**config.mk**
```make
export PLATFORM = sky130hd
export DESIGN_NAME = utf8_validate_and_count_top_flat
export DESIGN_NICKNAME = d
export VERILOG_FILES = /design/src/utf8vc_pkg.sv /design/src/utf8vc_if.sv /design/src/utf8vc_step.sv /design/src/utf8vc_out_reg.sv /design/src/utf8_validate_and_count_top.sv /design/src/flat_wrapper.sv
export SDC_FILE = /design/constraint.sdc
export NUM_CORES = 1
export LEC_CHECK = 0
export BUFFER_PORTS_ARGS = -buffer_cell sky130_fd_sc_hd__clkbuf_2
export CORE_ASPECT_RATIO = 0.9
export CORE_UTILIZATION = 50
export CTS_CLUSTER_DIAMETER = 30
export DETAILED_ROUTE_END_ITERATION = 7
export PLACE_DENSITY_LB_ADDON = 0.25
export SKIP_LAST_GASP = 1
export SLEW_MARGIN = 20
export SYNTH_ARGS = -nofsm -noshare
export SYNTH_HDL_FRONTEND = slang
export SYNTH_HIERARCHICAL = 1
export SYNTH_SLANG_ARGS = --single-unit
```
**constraint.sdc**
```tcl
create_clock -name clock -period 4.5 [get_ports clock]
set_clock_uncertainty 0.15 [all_clocks]
set_input_delay 1.35 -clock clock [delete_from_list [all_inputs] [get_ports clock]]
set_output_delay 1.35 -clock clock [all_outputs]
set_load 0.1 [all_outputs]
```
**src/utf8vc_pkg.sv**
```systemverilog
// types and constants shared by the utf8 validate and count block
`default_nettype none
package utf8vc_pkg;

   typedef enum logic [2:0] {
      ERR_NONE  = 3'd0,
      ERR_LEAD  = 3'd1,
      ERR_CONT  = 3'd2,
      ERR_RANGE = 3'd3,
      ERR_TRUNC = 3'd4,
      ERR_LONG  = 3'd5
   } err_type;

   typedef enum logic [2:0] {
      RULE_NONE   = 3'd0,
      RULE_MIN_A0 = 3'd1,
      RULE_MAX_9F = 3'd2,
      RULE_MIN_90 = 3'd3,
      RULE_MAX_8F = 3'd4
   } rule_type;

   typedef struct packed {
      logic [1:0] pending;
      rule_type   rule;
      logic [7:0] count;
      err_type    err;
   } state_type;

   typedef struct packed {
      logic       is_valid;
      logic [7:0] code_points;
      err_type    error_kind;
   } result_type;

   localparam logic [7:0] MAX_CODE_POINTS_RESET = 8'd24;
   localparam logic [7:0] COUNT_MAX   = 8'hFF;
   localparam logic [7:0] ASCII_LIMIT = 8'h80;
   localparam logic [7:0] LEAD2_MIN   = 8'hC2;
   localparam logic [7:0] LEAD2_MAX   = 8'hDF;
   localparam logic [7:0] LEAD3_MIN   = 8'hE0;
   localparam logic [7:0] LEAD3_MAX   = 8'hEF;
   localparam logic [7:0] LEAD3_SURR  = 8'hED;
   localparam logic [7:0] LEAD4_MIN   = 8'hF0;
   localparam logic [7:0] LEAD4_MAX   = 8'hF4;
   localparam logic [1:0] CONT_TAG    = 2'b10;
   localparam logic [7:0] CONT_A0     = 8'hA0;
   localparam logic [7:0] CONT_9F     = 8'h9F;
   localparam logic [7:0] CONT_90     = 8'h90;
   localparam logic [7:0] CONT_8F     = 8'h8F;

endpackage
`default_nettype wire

```
**src/utf8vc_if.sv**
```systemverilog
// channel interfaces of the utf8 validate and count block
`default_nettype none

interface utf8vc_req_if;
   logic       valid;
   logic       ready;
   logic [7:0] data_byte;
   logic       end_of_string;
   logic       no_byte;
   modport source (output valid, data_byte, end_of_string, no_byte, input ready);
   modport sink (input valid, data_byte, end_of_string, no_byte, output ready);
endinterface

interface utf8vc_rsp_if;
   logic       valid;
   logic       ready;
   logic       is_valid;
   logic [7:0] code_points;
   logic [2:0] error_kind;
   modport source (output valid, is_valid, code_points, error_kind, input ready);
   modport sink (input valid, is_valid, code_points, error_kind, output ready);
endinterface

interface utf8vc_csr_if;
   logic       valid;
   logic       ready;
   logic [7:0] max_code_points;
   modport source (output valid, max_code_points, input ready);
   modport sink (input valid, max_code_points, output ready);
endinterface

`default_nettype wire

```
**src/utf8vc_step.sv**
```systemverilog
// per-byte decode: next string state and end-of-string verdict
`default_nettype none
module utf8vc_step
   import utf8vc_pkg::*;
(
   input  state_type  cur_state,
   input  logic [7:0] data_byte,
   input  logic       end_of_string,
   input  logic       no_byte,
   input  logic [7:0] max_code_points,
   output state_type  next_state,
   output result_type result
);

   state_type  upd;
   logic [7:0] count_inc;
   logic       range_bad;
   err_type    verdict;

   assign count_inc = (cur_state.count == COUNT_MAX) ? cur_state.count
                                                     : cur_state.count + 8'd1;

   always_comb begin
      case (cur_state.rule)
         RULE_MIN_A0: range_bad = (data_byte < CONT_A0);
         RULE_MAX_9F: range_bad = (data_byte > CONT_9F);
         RULE_MIN_90: range_bad = (data_byte < CONT_90);
         RULE_MAX_8F: range_bad = (data_byte > CONT_8F);
         default:     range_bad = 1'b0;
      endcase
   end

   always_comb begin
      upd = cur_state;
      if (!no_byte && (cur_state.err == ERR_NONE)) begin
         if (cur_state.pending == 2'd0) begin
            if (data_byte < ASCII_LIMIT) begin
               upd.count = count_inc;
            end else if ((data_byte >= LEAD2_MIN) && (data_byte <= LEAD2_MAX)) begin
               upd.pending = 2'd1;
               upd.rule    = RULE_NONE;
            end else if ((data_byte >= LEAD3_MIN) && (data_byte <= LEAD3_MAX)) begin
               upd.pending = 2'd2;
               if (data_byte == LEAD3_MIN) begin
                  upd.rule = RULE_MIN_A0;
               end else if (data_byte == LEAD3_SURR) begin
                  upd.rule = RULE_MAX_9F;
               end else begin
                  upd.rule = RULE_NONE;
               end
            end else if ((data_byte >= LEAD4_MIN) && (data_byte <= LEAD4_MAX)) begin
               upd.pending = 2'd3;
               if (data_byte == LEAD4_MIN) begin
                  upd.rule = RULE_MIN_90;
               end else if (data_byte == LEAD4_MAX) begin
                  upd.rule = RULE_MAX_8F;
               end else begin
                  upd.rule = RULE_NONE;
               end
            end else begin
               upd.err = ERR_LEAD;
            end
         end else if (data_byte[7:6] != CONT_TAG) begin
            upd.err = ERR_CONT;
         end else begin
            upd.rule = RULE_NONE;
            if (range_bad) begin
               upd.err = ERR_RANGE;
            end else begin
               upd.pending = cur_state.pending - 2'd1;
               if (cur_state.pending == 2'd1) begin
                  upd.count = count_inc;
               end
            end
         end
      end
   end

   always_comb begin
      verdict = upd.err;
      if ((verdict == ERR_NONE) && (upd.pending != 2'd0)) begin
         verdict = ERR_TRUNC;
      end
      if ((verdict == ERR_NONE) && (upd.count > max_code_points)) begin
         verdict = ERR_LONG;
      end
   end

   assign result.is_valid    = (verdict == ERR_NONE);
   assign result.code_points = upd.count;
   assign result.error_kind  = verdict;
   assign next_state         = end_of_string ? state_type'('0) : upd;

endmodule
`default_nettype wire

```
**src/utf8vc_out_reg.sv**
```systemverilog
// result register driving the response channel
`default_nettype none
module utf8vc_out_reg
   import utf8vc_pkg::*;
(
   input  logic       clock,
   input  logic       reset,
   input  logic       load,
   input  result_type result,
   output logic       free,
   utf8vc_rsp_if.source rsp_chan
);

   logic       valid_ff;
   result_type result_ff;

   assign free = !valid_ff || rsp_chan.ready;

   always_ff @(posedge clock) begin
      if (reset) begin
         valid_ff <= 1'b0;
      end else if (free) begin
         valid_ff <= load;
      end
      if (free && load) begin
         result_ff <= result;
      end
   end

   assign rsp_chan.valid       = valid_ff;
   assign rsp_chan.is_valid    = result_ff.is_valid;
   assign rsp_chan.code_points = result_ff.code_points;
   assign rsp_chan.error_kind  = result_ff.error_kind;

endmodule
`default_nettype wire

```
**src/utf8_validate_and_count_top.sv**
```systemverilog
// top level of the strict utf8 validator and code point counter
// Takes one string byte per req transaction (none when no_byte is set) and
// returns one rsp transaction per string, on the item that has end_of_string
// set. Throughput is one byte per clock cycle while req is not stalled: the
// byte sits in an input register, is decoded by one level of compare logic
// against the per-string state, and the verdict of a final byte lands in the
// result register that drives rsp. Input and result registers are parted, so
// bytes keep flowing while a result waits; req stalls only when a finished
// result is still held and the next end-of-string item needs the result
// register. The character limit is written through the csr channel, which is
// always ready, and must only change while no string is in flight.
`default_nettype none
module utf8_validate_and_count_top
   import utf8vc_pkg::*;
(
   input  logic clock,
   input  logic reset,
   utf8vc_req_if.sink   req_chan,
   utf8vc_rsp_if.source rsp_chan,
   utf8vc_csr_if.sink   csr_chan
);

   logic       in_valid_ff;
   logic [7:0] in_byte_ff;
   logic       in_eos_ff;
   logic       in_nob_ff;
   logic [7:0] max_cp_ff;
   state_type  state_ff;
   state_type  state_in;
   result_type step_result;
   logic       out_free;
   logic       advance;
   logic       req_take;

   assign advance  = in_valid_ff && (!in_eos_ff || out_free);
   assign req_chan.ready = !in_valid_ff || advance;
   assign req_take = req_chan.valid && req_chan.ready;
   assign csr_chan.ready = 1'b1;

   always_ff @(posedge clock) begin
      if (reset) begin
         in_valid_ff <= 1'b0;
         state_ff    <= '0;
         max_cp_ff   <= MAX_CODE_POINTS_RESET;
      end else begin
         if (req_chan.ready) begin
            in_valid_ff <= req_chan.valid;
         end
         if (advance) begin
            state_ff <= state_in;
         end
         if (csr_chan.valid) begin
            max_cp_ff <= csr_chan.max_code_points;
         end
      end
      if (req_take) begin
         in_byte_ff <= req_chan.data_byte;
         in_eos_ff  <= req_chan.end_of_string;
         in_nob_ff  <= req_chan.no_byte;
      end
   end

   utf8vc_step u_step (
      .cur_state       (state_ff),
      .data_byte       (in_byte_ff),
      .end_of_string   (in_eos_ff),
      .no_byte         (in_nob_ff),
      .max_code_points (max_cp_ff),
      .next_state      (state_in),
      .result          (step_result)
   );

   utf8vc_out_reg u_out (
      .clock    (clock),
      .reset    (reset),
      .load     (advance && in_eos_ff),
      .result   (step_result),
      .free     (out_free),
      .rsp_chan (rsp_chan)
   );

endmodule
`default_nettype wire

```
**src/flat_wrapper.sv**
```systemverilog
// flat-port wrapper written by rule: the top's interface ports become plain ports
module utf8_validate_and_count_top_flat import utf8vc_pkg::*;
  (clock, reset, req_chan_valid, req_chan_data_byte, req_chan_end_of_string, req_chan_no_byte, req_chan_ready, rsp_chan_valid, rsp_chan_is_valid, rsp_chan_code_points, rsp_chan_error_kind, rsp_chan_ready, csr_chan_valid, csr_chan_max_code_points, csr_chan_ready);
  utf8vc_req_if req_chan_i ();
  utf8vc_rsp_if rsp_chan_i ();
  utf8vc_csr_if csr_chan_i ();
  input  logic clock;
  input  logic reset;
  input wire logic [$bits(req_chan_i.valid)-1:0] req_chan_valid;
  input wire logic [$bits(req_chan_i.data_byte)-1:0] req_chan_data_byte;
  input wire logic [$bits(req_chan_i.end_of_string)-1:0] req_chan_end_of_string;
  input wire logic [$bits(req_chan_i.no_byte)-1:0] req_chan_no_byte;
  output wire logic [$bits(req_chan_i.ready)-1:0] req_chan_ready;
  output wire logic [$bits(rsp_chan_i.valid)-1:0] rsp_chan_valid;
  output wire logic [$bits(rsp_chan_i.is_valid)-1:0] rsp_chan_is_valid;
  output wire logic [$bits(rsp_chan_i.code_points)-1:0] rsp_chan_code_points;
  output wire logic [$bits(rsp_chan_i.error_kind)-1:0] rsp_chan_error_kind;
  input wire logic [$bits(rsp_chan_i.ready)-1:0] rsp_chan_ready;
  input wire logic [$bits(csr_chan_i.valid)-1:0] csr_chan_valid;
  input wire logic [$bits(csr_chan_i.max_code_points)-1:0] csr_chan_max_code_points;
  output wire logic [$bits(csr_chan_i.ready)-1:0] csr_chan_ready;
  assign req_chan_i.valid = req_chan_valid;
  assign req_chan_i.data_byte = req_chan_data_byte;
  assign req_chan_i.end_of_string = req_chan_end_of_string;
  assign req_chan_i.no_byte = req_chan_no_byte;
  assign req_chan_ready = req_chan_i.ready;
  assign rsp_chan_valid = rsp_chan_i.valid;
  assign rsp_chan_is_valid = rsp_chan_i.is_valid;
  assign rsp_chan_code_points = rsp_chan_i.code_points;
  assign rsp_chan_error_kind = rsp_chan_i.error_kind;
  assign rsp_chan_i.ready = rsp_chan_ready;
  assign csr_chan_i.valid = csr_chan_valid;
  assign csr_chan_i.max_code_points = csr_chan_max_code_points;
  assign csr_chan_ready = csr_chan_i.ready;
  utf8_validate_and_count_top u_core (.clock(clock), .reset(reset), .req_chan(req_chan_i), .rsp_chan(rsp_chan_i), .csr_chan(csr_chan_i));
endmodule
```
Word level (Yosys, flattened, before mapping)

Cells that the tools add are included.

Bits of input ports: 23
Register bits: 48
Output and inout bits: 15

Order comparisons: 12
Reduce and logical (&&, ||, !) cells: 25
Mux-type cells: 26
Add/sub/neg operators: 2
Equality and inequality tests: 14

Operator list:

| kind                  | number |
|---|---|
| $mux W16              | 3 |
| $eq A8 B8 Y1 const B  | 5 |
| $mux W8               | 4 |
| $mux W3               | 10 |
| $ge A8 B8 Y1 const B  | 3 |
| $le A8 B8 Y1 const B  | 3 |
| $lt A8 B8 Y1 const B  | 3 |
| $mux W5               | 4 |
| $gt A8 B8 Y1 const B  | 2 |
| $mux W13              | 1 |
| $logic_not A3 Y1      | 4 |
| $logic_and A1 B1 Y1   | 10 |
| $add A8 B1 Y8 const B | 1 |
| $gt A8 B8 Y1          | 1 |
| $eq A3 B2 Y1 const B  | 2 |
| $mux W2               | 3 |
| $ne A3 B2 Y1 const B  | 2 |
| $ne A5 B1 Y1 const B  | 1 |
| $reduce_and A5 Y1     | 1 |
| $logic_not A1 Y1      | 4 |
| $pmux W1 S4           | 1 |
| $reduce_bool A2 Y1    | 2 |
| $eq A3 B1 Y1 const B  | 1 |
| $eq A3 B3 Y1 const B  | 1 |
| other kinds (5)       | 7 |

Logic depth before layout (Yosys ltp)

Gate-level depths: netlist (run 1).

Depth in word-level cells: 16
Depth in mapped cells: 15

Cells and area by module

The synthesis (run 1) kept the hierarchy.

By module, submodules not included:

| module                      | cells an instance | instances | area an instance (um2) |
|---|---|---|---|
| utf8_validate_and_count_top | 115               | 1         | 1,378.8 |
| utf8vc_step                 | 157               | 1         | 1,068.5 |
| utf8vc_out_reg              | 17                | 1         | 415.4 |

Worst setup path after synthesis (run 1)

No wires, ideal clock.

Path kind: input to output
From: input port rsp_chan_ready
To: output port req_chan_ready
Stages: 3
Setup slack: 0.620 ns
Required time: 3.000 ns
Data arrival time: 2.380 ns
Cells stage by stage: nand2b_4 -> inv_1 -> nand3_1

Longest elaborated chain between the ends: 4

Ends and longest elaborated chain:

| item                | line                              | source |
|---|---|---|
| start: declaration  | flat_wrapper.sv:18                | `input wire logic [$bits(rsp_chan_i.ready)-1:0] rsp_chan_ready;` |
| $logic_or A1 B1 Y1  | utf8vc_out_reg.sv:17              | `assign free = !valid_ff \|\| rsp_chan.ready;` |
| $logic_or A1 B1 Y1  | utf8_validate_and_count_top.sv:35 | `assign advance = in_valid_ff && (!in_eos_ff \|\| out_free);` |
| $logic_and A1 B1 Y1 | utf8_validate_and_count_top.sv:35 |  |
| $logic_or A1 B1 Y1  | utf8_validate_and_count_top.sv:36 | `assign req_chan.ready = !in_valid_ff \|\| advance;` |
| end: declaration    | flat_wrapper.sv:13                | `output wire logic [$bits(req_chan_i.ready)-1:0] req_chan_ready;` |

Every way passes these cells.

==> run summary, run 1 <==
CP Capture Type - flop
Std cell rows - 25
CTS Root Cell - clkbuf_8
Pin count of the biggest net entering global routing - 43
Commonest non-fill, non-tap cell in the layout - clkbuf_2
Maximum vdd drop - 0.172 mV
Worst Hold Path EP - u_core/max_cp_ff[7]$_SDFFE_PP0P_
Clk_lat worst skew - 0.30 ns
Xor and xnor fraction of the mapped netlist area - 0.0122
Post-cts sizing count - 0
Sequential Area - 1180 um^2
Routed wire per std cell - 14.5 um
Synthesized area - 2860 um^2
Yosys cell types - 61
GPL Wtd Cong - 0.880
Post-synthesis mux area share - 0.0927
Cells after Synth - 289
Post-placement setup slack - 0.694 ns
H-tree lvl count - 2
Starting density of the core - 0.532
Fmax - 260 MHz
Worst R2R End - u_core/u_out/rsp_chan.error_kind[2]$_DFFE_PP_
Clock-pin slew on the worst setup and hold paths - 0.09 ns
Sw Share - 0.264
Max_slew headroom - 0.343
CTS Buf Count - 5
Port Buffer Count - 36
Crit path kind - flop to flop
Synth Area in Compound Gates - 0.135
Routed vias - 2222
Gr usage total - 0.211
Largest family of logic cells by synthesized area - simple AND/OR/NAND/NOR gates
Least-Margin Pin Slew - 0.981 ns
Period Utilization, post-route - 0.856
Antenna viol nets, final - 0
Sink Count - 48
Setup slack, reg-to-reg - 0.65 ns
# fillers - 483
Area leader, netlist - edfxtp_1
Min Tclk post-route - 3.85 ns
GR Overflow Total - 0
Worst EP required - 4.40 ns
Antenna Diode Count - 0
Syn_area_per_cell - 9.91 um^2
Share of cells above drive strength 1 - 0.208
Unrepaired setup endpoints after global routing - false
CP arrival - 3.75 ns
HP Class - flop to flop
Sequential fraction of the synthesis area - 0.413
DR iter-0 viols - 88
Ys async rst share - 0
Power density over the cells - 282 nW/um^2
Post-route DRC - 0
Part of the power in registers - 0.544
Area grow syn2layout - 10.6%
Clk buf depth - 2
Die Wd - 81.8 um
Leakage - 1.27 nW
Synth top area share - 0.231
Pins Over Slew Limit - 0
Via density - 5.71
CP Launch Type - flop
WHS Path Cells - 2
Setup repair bufs after CTS - 0
Die H - 73.8 um
DR pass1 iterations - 4
Min Hold Slack - 0.358 ns
R2R depth - 14
Flops & latches, synth - 48
Worst R2R Start - u_core/state_ff[14]$_SDFFE_PP0P_
Nets - 355
Multi-input combinational cell area - 1530 um^2
CP max FO - 8
Total Power - 0.892 mW
Yosys Warn Count - 6
Ranking of synthesized cells by area - edfxtp_1 (23%), dfxtp_1 (18%), mux2i_1 (7.7%)
Post-synth EDFFs - 22
PnR worst setup slack - 0.649 ns
Net Switching - 0.235 mW
Initial antenna violation count - 0
Mapped Nets - 323
# IOs - 38
Die area - 6030 um^2
Final wirelength - 5640 um
Post-Synth Simple-Gate Area - 0.246
Vias in the first global route - 2079
# setup viols final - 0
Hold Fails Final Rpt - 0
Status - finished, final reports clean
Total internal power - 0.657 mW
Clk pwr share - 0.321
CTS tree - yes
Most frequent cells in the layout - clkbuf_2 (36), nand2b_1 (34), dfxtp_1 (26), mux2i_1 (22), edfxtp_1 (22)
Combinational share of power - 0.135
Global-route wire length before repair - 9670 um
Setup tns final - 0 ns
HP Start - u_core/max_cp_ff[7]$_SDFFE_PP0P_
Core outline area - 5380 um^2
Post-detail-place hpwl - 4070 um
Post-Synth Adder-Cell Area - 0.0481
Predominant post-synthesis flop cell - dfxtp_1
CTS hold repair buffers - 0
Max Cap Viol - 0
layout make-up:
type / instances / share of cell area
multi-input cells: 210 / 0.484
flip-flops and latches: 48 / 0.373
repair buffers: 38 / 0.0616
clock buffers: 6 / 0.0296
well taps: 67 / 0.0265
inverters: 18 / 0.0213
clock inverters: 2 / 0.00356
worst max path at each step:
stage                                                start                                       endpoint  slack [ns]  cells past startpoint
after detailed placement  u_core/state_ff[14]$_SDFFE_PP0P_  u_core/u_out/rsp_chan.error_kind[2]$_DFFE_PP_        0.69                     14
after global routing      u_core/state_ff[14]$_SDFFE_PP0P_  u_core/u_out/rsp_chan.error_kind[2]$_DFFE_PP_        0.37                     14
after floorplan                             rsp_chan_ready                                 req_chan_ready        0.62                      3
final                     u_core/state_ff[14]$_SDFFE_PP0P_  u_core/u_out/rsp_chan.error_kind[2]$_DFFE_PP_        0.65                     14
after CTS                 u_core/state_ff[14]$_SDFFE_PP0P_  u_core/u_out/rsp_chan.error_kind[2]$_DFFE_PP_        0.68                     14
after global placement      u_core/in_byte_ff[7]$_DFFE_PP_  u_core/u_out/rsp_chan.error_kind[2]$_DFFE_PP_        0.72                     13
power by group through the flow:
| stage | Sequential [mW] | Clock, mW | Combinational, mW |
|---|---|---|---|
| finish | 0.485 | 0.287 | 0.120 |
| global route | 0.488 | 0.315 | 0.131 |
| CTS | 0.485 | 0.297 | 0.120 |
| detailed placement | 0.495 | 0 | 0.119 |
| global placement | 0.495 | 0 | 0.117 |
| floorplan | 0.511 | 0 | 0.0768 |
routing by layer:
layer  GRT usage  vias to the layer above  part of all wire
met1       0.292                     1061              0.50
met2       0.337                       55              0.46
met4      0.0487                        0            0.0044
met3      0.0410                        2             0.036
met5           0                        -                 0
li1            -                     1104                 -
sequential cells by signal, summed over array words and instances, names as in the netlist:
name                               cells
u_core/max_cp_ff                       8
u_core/u_out/rsp_chan.error_kind       3
u_core/state_ff                       16
u_core/u_out/rsp_chan.valid            1
u_core/in_byte_ff                      8
u_core/in_valid_ff                     1
u_core/in_eos_ff                       1
u_core/u_out/rsp_chan.is_valid         1
u_core/u_out/rsp_chan.code_points      8
u_core/in_nob_ff                       1
stage by stage:
step           utilization  std cells  instance area (um^2)
3_3_place_gp         0.569        381                  3060
6_report             0.589        389                  3170
3_5_place_dp         0.569        381                  3060
2_1_floorplan            -        289                  2860
5_1_grt              0.589        389                  3170
4_1_cts              0.589        389                  3170
worst max-delay path, cell delays in order, from the launching register on:
cell and delay [ns]:
dfxtp_1 0.34, inv_1 0.13, ha_1 0.35, inv_1 0.17
nor2_1 0.20, a41oi_4 0.08, nor3_2 0.33, mux2_4 0.36
ha_1 0.31, nor2b_1 0.14, o21ai_0 0.13, a21boi_0 0.10
o31ai_1 0.44, nand3_1 0.12, a31o_1 0.24
cells by family after synthesis:
kind of cell,after synthesis
simple gates,117
compound gates,52
flops,48
buf+inv,31
mux,25
fa+ha+maj,11
xor+xnor,4
other cells,1
synth_stat cells, drive strengths merged (2+ instances only):
library cell	n
nand2b	35
dfxtp	26
edfxtp	22
mux2i	22
nor2	20
inv	18
a21oi	11
ha	11
nor3	11
nand2	10
nand3	9
nor2b	9
clkbuf	7
o21ai	7
and3	6
buf	6
a211o	5
a31oi	4
nor4	4
mux2	3
nand4	3
o211ai	3
o22ai	3
o31a	3
xor2	3
a21boi	2
a31o	2
and2b	2
nor4b	2
o31ai	2
Note: power is estimated with default switching activity, not from simulation.
==> run 2: changes to the inputs <==
--- a/config.mk
+++ b/config.mk
@@ -10,7 +10,9 @@
 export CORE_UTILIZATION = 50
 export CTS_CLUSTER_DIAMETER = 30
 export DETAILED_ROUTE_END_ITERATION = 7
+export GPL_ROUTABILITY_DRIVEN = 0
 export PLACE_DENSITY_LB_ADDON = 0.25
+export SETUP_SLACK_MARGIN = 0.3
 export SKIP_LAST_GASP = 1
 export SLEW_MARGIN = 20
 export SYNTH_ARGS = -nofsm -noshare
==> constraint.sdc (replaced) <==
create_clock -name clock -period 4.75 [get_ports clock]
set_clock_uncertainty 0.15 [all_clocks]
set_input_delay 1.425 -clock clock [delete_from_list [all_inputs] [get_ports clock]]
set_output_delay 1.425 -clock clock [all_outputs]
set_load 0.1 [all_outputs]
==> run 2 against run 1 <==
- largest cell class unchanged
- sequential share of layout area is 0.12 points higher
- die area unchanged
- sequential power decreased by 4.9%
- worst hold slack improved by 0.0017 ns
- critical path depth shrank 1
- routed wire length is 6.0% lower
- core utilization fell by 0.19 points
- critical path type unchanged
- clock power is 6% lower
- register-to-register slack better by 0.08 ns
- cell count fell by 0.26%
==> run summary, run 2 (synthesis results as in run 1) <==
Initial antenna violation count - 0
Maximum vdd drop - 0.169 mV
Setup repair bufs after CTS - 0
Die area - 6030 um^2
Max reg flops - 16
Antenna viol nets, final - 0
Critical path buffers and inverters - 2
Share of cells above drive strength 1 - 0.202
H-tree lvl count - 2
CP max stage delay - 0.52 ns
Post-cts sizing count - 0
Antenna Diode Count - 0
Reg with most FFs - u_core/state_ff
CP max FO - 8
Post-detail-place hpwl - 3840 um
Routed wire per std cell - 13.7 um
Gr usage total - 0.198
DR iter-0 viols - 97
Commonest non-fill, non-tap cell in the layout - clkbuf_2
Least-Margin Pin Slew - 0.959 ns
CTS tree - yes
Area grow syn2layout - 10.3%
Via density - 5.47
Routed vias - 2124
Area after DPL - 3050 um^2
Min Tclk post-route - 4.03 ns
CP arrival - 3.93 ns
Post-placement setup slack - 0.831 ns
Met2 wire length - 2310 um
Max_slew headroom - 0.358
# fillers - 471
Global-route wire length before repair - 9020 um
Met3 WL - 270 um
Setup tns final - 0 ns
Nets - 354
# setup viols final - 0
Fmax - 248 MHz
Sink Count - 48
CTS hold repair buffers - 0
Unrepaired setup endpoints after global routing - false
Slowest cell on crit path - nor4b_1
DR pass1 iterations - 4
Post-route DRC - 0
Std cell rows - 25
Worst EP required - 4.66 ns
Die Wd - 81.8 um
Period Utilization, post-route - 0.847
CP Capture Type - flop
Starting density of the core - 0.532
Clock-pin slew on the worst setup and hold paths - 0.08 ns
Port Buffer Count - 36
Met1 wire length - 2650 um
Leakage - 1.26 nW
Pins Over Slew Limit - 0
Crit path cell chain - inv_1 -> ha_1 -> inv_1 -> nor2_1 -> a41oi_4 -> nor4b_1 -> xor2_1 -> ha_1 -> and3_1 -> a21boi_0 -> o31ai_1 -> nand3_1 -> a31o_1
Max Cap Viol - 0
Hold Fails Final Rpt - 0
CTS Buf Count - 5
Crit path kind - flop to flop
Crit-path leading delay family - simple AND/OR/NAND/NOR gates
Final instance area - 3160 um^2
Power density over the cells - 266 nW/um^2
Most frequent cells in the layout - clkbuf_2 (36), nand2b_1 (34), dfxtp_1 (26), mux2i_1 (22), edfxtp_1 (22)
CTS Root Cell - clkbuf_8
Core outline area - 5380 um^2
PnR worst setup slack - 0.725 ns
Clk_lat worst skew - 0.30 ns
HP Class - flop to flop
Multi-input combinational cell area - 1530 um^2
Status - finished, final reports clean
Final wirelength - 5310 um
Die H - 73.8 um
Vias in the first global route - 1994
# IOs - 38
CP Launch Type - flop
Pin count of the biggest net entering global routing - 43
Top Metal Used - met4
Clk buf depth - 2
Sequential Area - 1180 um^2
GR Overflow Total - 0
==> run 2: final cells by class <==
type,count,area share
Sequential cell,48,0.374
Clock buffer,7,0.0309
Timing Repair Buffer,37,0.0595
Multi-Input combinational cell,210,0.486
Clock inverter,1,0.00159
Tap cell,67,0.0266
Inverter,18,0.0214
==> run 2: path summary, 6_finish.rpt <==
kind | startpoint | to | slack (ns) | cells past startpoint
worst max-delay path | u_core/state_ff[14]$_SDFFE_PP0P_ | u_core/u_out/rsp_chan.error_kind[2]$_DFFE_PP_ | 0.72 | 13
worst min-delay path | u_core/state_ff[0]$_SDFFE_PP0P_ | u_core/state_ff[0]$_SDFFE_PP0P_ | 0.36 | 2
worst max register to register | u_core/state_ff[14]$_SDFFE_PP0P_ | u_core/u_out/rsp_chan.error_kind[2]$_DFFE_PP_ | 0.72 | 13
worst min register to register | u_core/state_ff[0]$_SDFFE_PP0P_ | u_core/state_ff[0]$_SDFFE_PP0P_ | 0.36 | 2
==> run 2: worst reg2reg max path: cells and delay by family, from the launching register on <==
kind,cells,cell delay (ns)
and+or+nand+nor,4,1.04
buffers and inverters,2,0.34
DFF,1,0.34
AOI/OAI and AO/OA,4,0.96
xor gates and xnor gates,1,0.32
adders and majority gates,2,0.64
==> run 2: metrics by stage <==
| step | util | total power, mW | hold WS, ns | std cells |
|---|---|---|---|---|
| floorplan | - | 0.557 | 0.310 | 289 |
| global placement | 0.568 | 0.578 | 0.332 | 380 |
| detailed placement | 0.568 | 0.580 | 0.345 | 380 |
| CTS | 0.587 | 0.846 | 0.364 | 388 |
| global route | 0.587 | 0.877 | 0.391 | 388 |
| finish | 0.587 | 0.841 | 0.360 | 388 |
==> run 2: report_power, final <==
part | internal, mW | leakage [nW] | switching (mW)
Clock | 0.135 | 0.0534 | 0.135
Combinational | 0.0405 | 0.783 | 0.0693
Sequential | 0.446 | 0.426 | 0.0150
==> run 2: metal layers <==
layer  global-route usage  vias up
met5                    0        -
met4               0.0604        0
met2                0.305       49
li1                     -     1094
met3               0.0621        9
met1                0.265      972
==> run 3: changes to the inputs <==
==> constraint.sdc (replaced) <==
create_clock -name clock -period 4.1 [get_ports clock]
set_clock_uncertainty 0.15 [all_clocks]
set_input_delay 1.23 -clock clock [delete_from_list [all_inputs] [get_ports clock]]
set_output_delay 1.23 -clock clock [all_outputs]
set_load 0.1 [all_outputs]
==> run 3 against run 2 <==
- worst setup slack got worse by 0.28 ns
- highest routed layer unchanged
- critical path type unchanged
- via count rose by 4.6%
- worst hold slack got worse by 0.0063 ns
- largest cell class unchanged
==> run summary, run 3 (synthesis results as in run 1) <==
HP Class - flop to flop
Area grow syn2layout - 12.6%
Routed vias - 2221
Final wirelength - 5560 um
Max Cap Viol - 0
Gr usage total - 0.196
Clock-pin slew on the worst setup and hold paths - 0.09 ns
Leakage - 1.29 nW
Maximum vdd drop - 0.269 mV
Starting density of the core - 0.532
# IOs - 38
CTS Buf Count - 5
Status - finished, final reports clean
Global-route wire length before repair - 8980 um
Antenna viol nets, final - 0
Period Utilization, post-route - 0.890
GR Overflow Total - 0
DR pass1 iterations - 4
Clk buf depth - 2
Sink Count - 48
CTS Root Cell - clkbuf_8
CP arrival - 3.55 ns
Vias in the first global route - 1902
Antenna Diode Count - 0
CTS tree - yes
Initial antenna violation count - 0
DR iter-0 viols - 153
Final cell count without fillers - 394
Pins Over Slew Limit - 0
Post-detail-place hpwl - 3960 um
Die Wd - 81.8 um
H-tree lvl count - 2
Dpl cells - 382
Unrepaired setup endpoints after global routing - false
Hold Fails Final Rpt - 0
Sw Share - 0.254
Core outline area - 5380 um^2
# setup viols final - 0
CP Launch Type - flop
Fmax - 274 MHz
Std cell rows - 25
CP max FO - 9
Routed wire per std cell - 14.1 um
Nets - 360
Min Hold Slack - 0.353 ns
Post-route DRC - 0
Crit path kind - flop to flop
Net Switching - 0.255 mW
Clk_lat worst skew - 0.29 ns
Worst EP required - 4.00 ns
CTS hold repair buffers - 0
Via density - 5.64
Reg with most FFs - u_core/state_ff
Most frequent cells in the layout - clkbuf_2 (36), nand2b_1 (34), dfxtp_1 (26), mux2i_1 (22), edfxtp_1 (22)
Die area - 6030 um^2
Total internal power - 0.748 mW
Commonest non-fill, non-tap cell in the layout - clkbuf_2
Die H - 73.8 um
Clk pwr share - 0.334
Total Power - 1.00 mW
Max_slew headroom - 0.349
CP Capture Type - flop
Least-Margin Pin Slew - 0.972 ns
Port Buffer Count - 36
Combinational share of power - 0.139
Pin count of the biggest net entering global routing - 43
Share of cells above drive strength 1 - 0.229
Max reg flops - 16
Power density over the cells - 311 nW/um^2
Part of the power in registers - 0.526
Setup tns final - 0 ns
Min Tclk post-route - 3.65 ns
## run 3: metrics by stage
step / instance area [um^2] / util / setup slack [ns]
3_5_place_dp: 3070 / 0.570 / 0.327
4_1_cts: 3180 / 0.591 / 0.314
3_3_place_gp: 3070 / 0.570 / 0.372
2_1_floorplan: 2860 / - / 0.460
6_report: 3220 / 0.599 / 0.449
5_1_grt: 3220 / 0.599 / 0.307
## run 3: area by class of cell
class	count	area, um^2
multi-input combinational	210	1550
fill	479	2160
clock buffer	5	68.8
sequential	48	1180
tap	67	83.8
inverter	18	67.6
timing repair buffer	43	233
clock inverter	3	42.5
## run 3: final timing paths
path	startpoint	to	slack, ns	depth (start not counted)
hold reg to reg	u_core/max_cp_ff[1]$_SDFFE_PP0P_	u_core/max_cp_ff[1]$_SDFFE_PP0P_	0.35	2
setup / recovery	u_core/in_nob_ff$_DFFE_PP_	u_core/u_out/rsp_chan.error_kind[2]$_DFFE_PP_	0.45	10
hold / removal	u_core/max_cp_ff[1]$_SDFFE_PP0P_	u_core/max_cp_ff[1]$_SDFFE_PP0P_	0.35	2
setup reg to reg	u_core/in_nob_ff$_DFFE_PP_	u_core/u_out/rsp_chan.error_kind[2]$_DFFE_PP_	0.45	10
## run 3: power groups by stage
stage	Combinational (mW)	Sequential, mW	Clock [mW]
after floorplan	0.0843	0.561	0
after global placement	0.133	0.540	0
after detailed placement	0.135	0.540	0
after CTS	0.135	0.529	0.343
after global routing	0.151	0.530	0.364
final	0.140	0.528	0.335
## run 3: per-layer routing
layer	track usage	vias to the layer above	part of all wire
met5	0	-	0
met4	0.0468	0	0.0058
met3	0.0410	4	0.055
met2	0.303	79	0.43
met1	0.277	1022	0.51
li1	-	1116	-
## run 3: worst max-delay path, stage by stage (launching register included)
cell and delay [ns]:
edfxtp_1 0.43, or4_1 0.76, nor4_1 0.39, xor2_1 0.29, ha_1 0.30, a21o_1 0.19
a21oi_1 0.13, a21boi_0 0.11, o31ai_2 0.31, nand3_1 0.13, a31o_1 0.23
## run 3: what timing repair did
action,CTS,global route
endpoints found under the setup margin,0,3
setup buffers,0,4
resized for setup,0,3
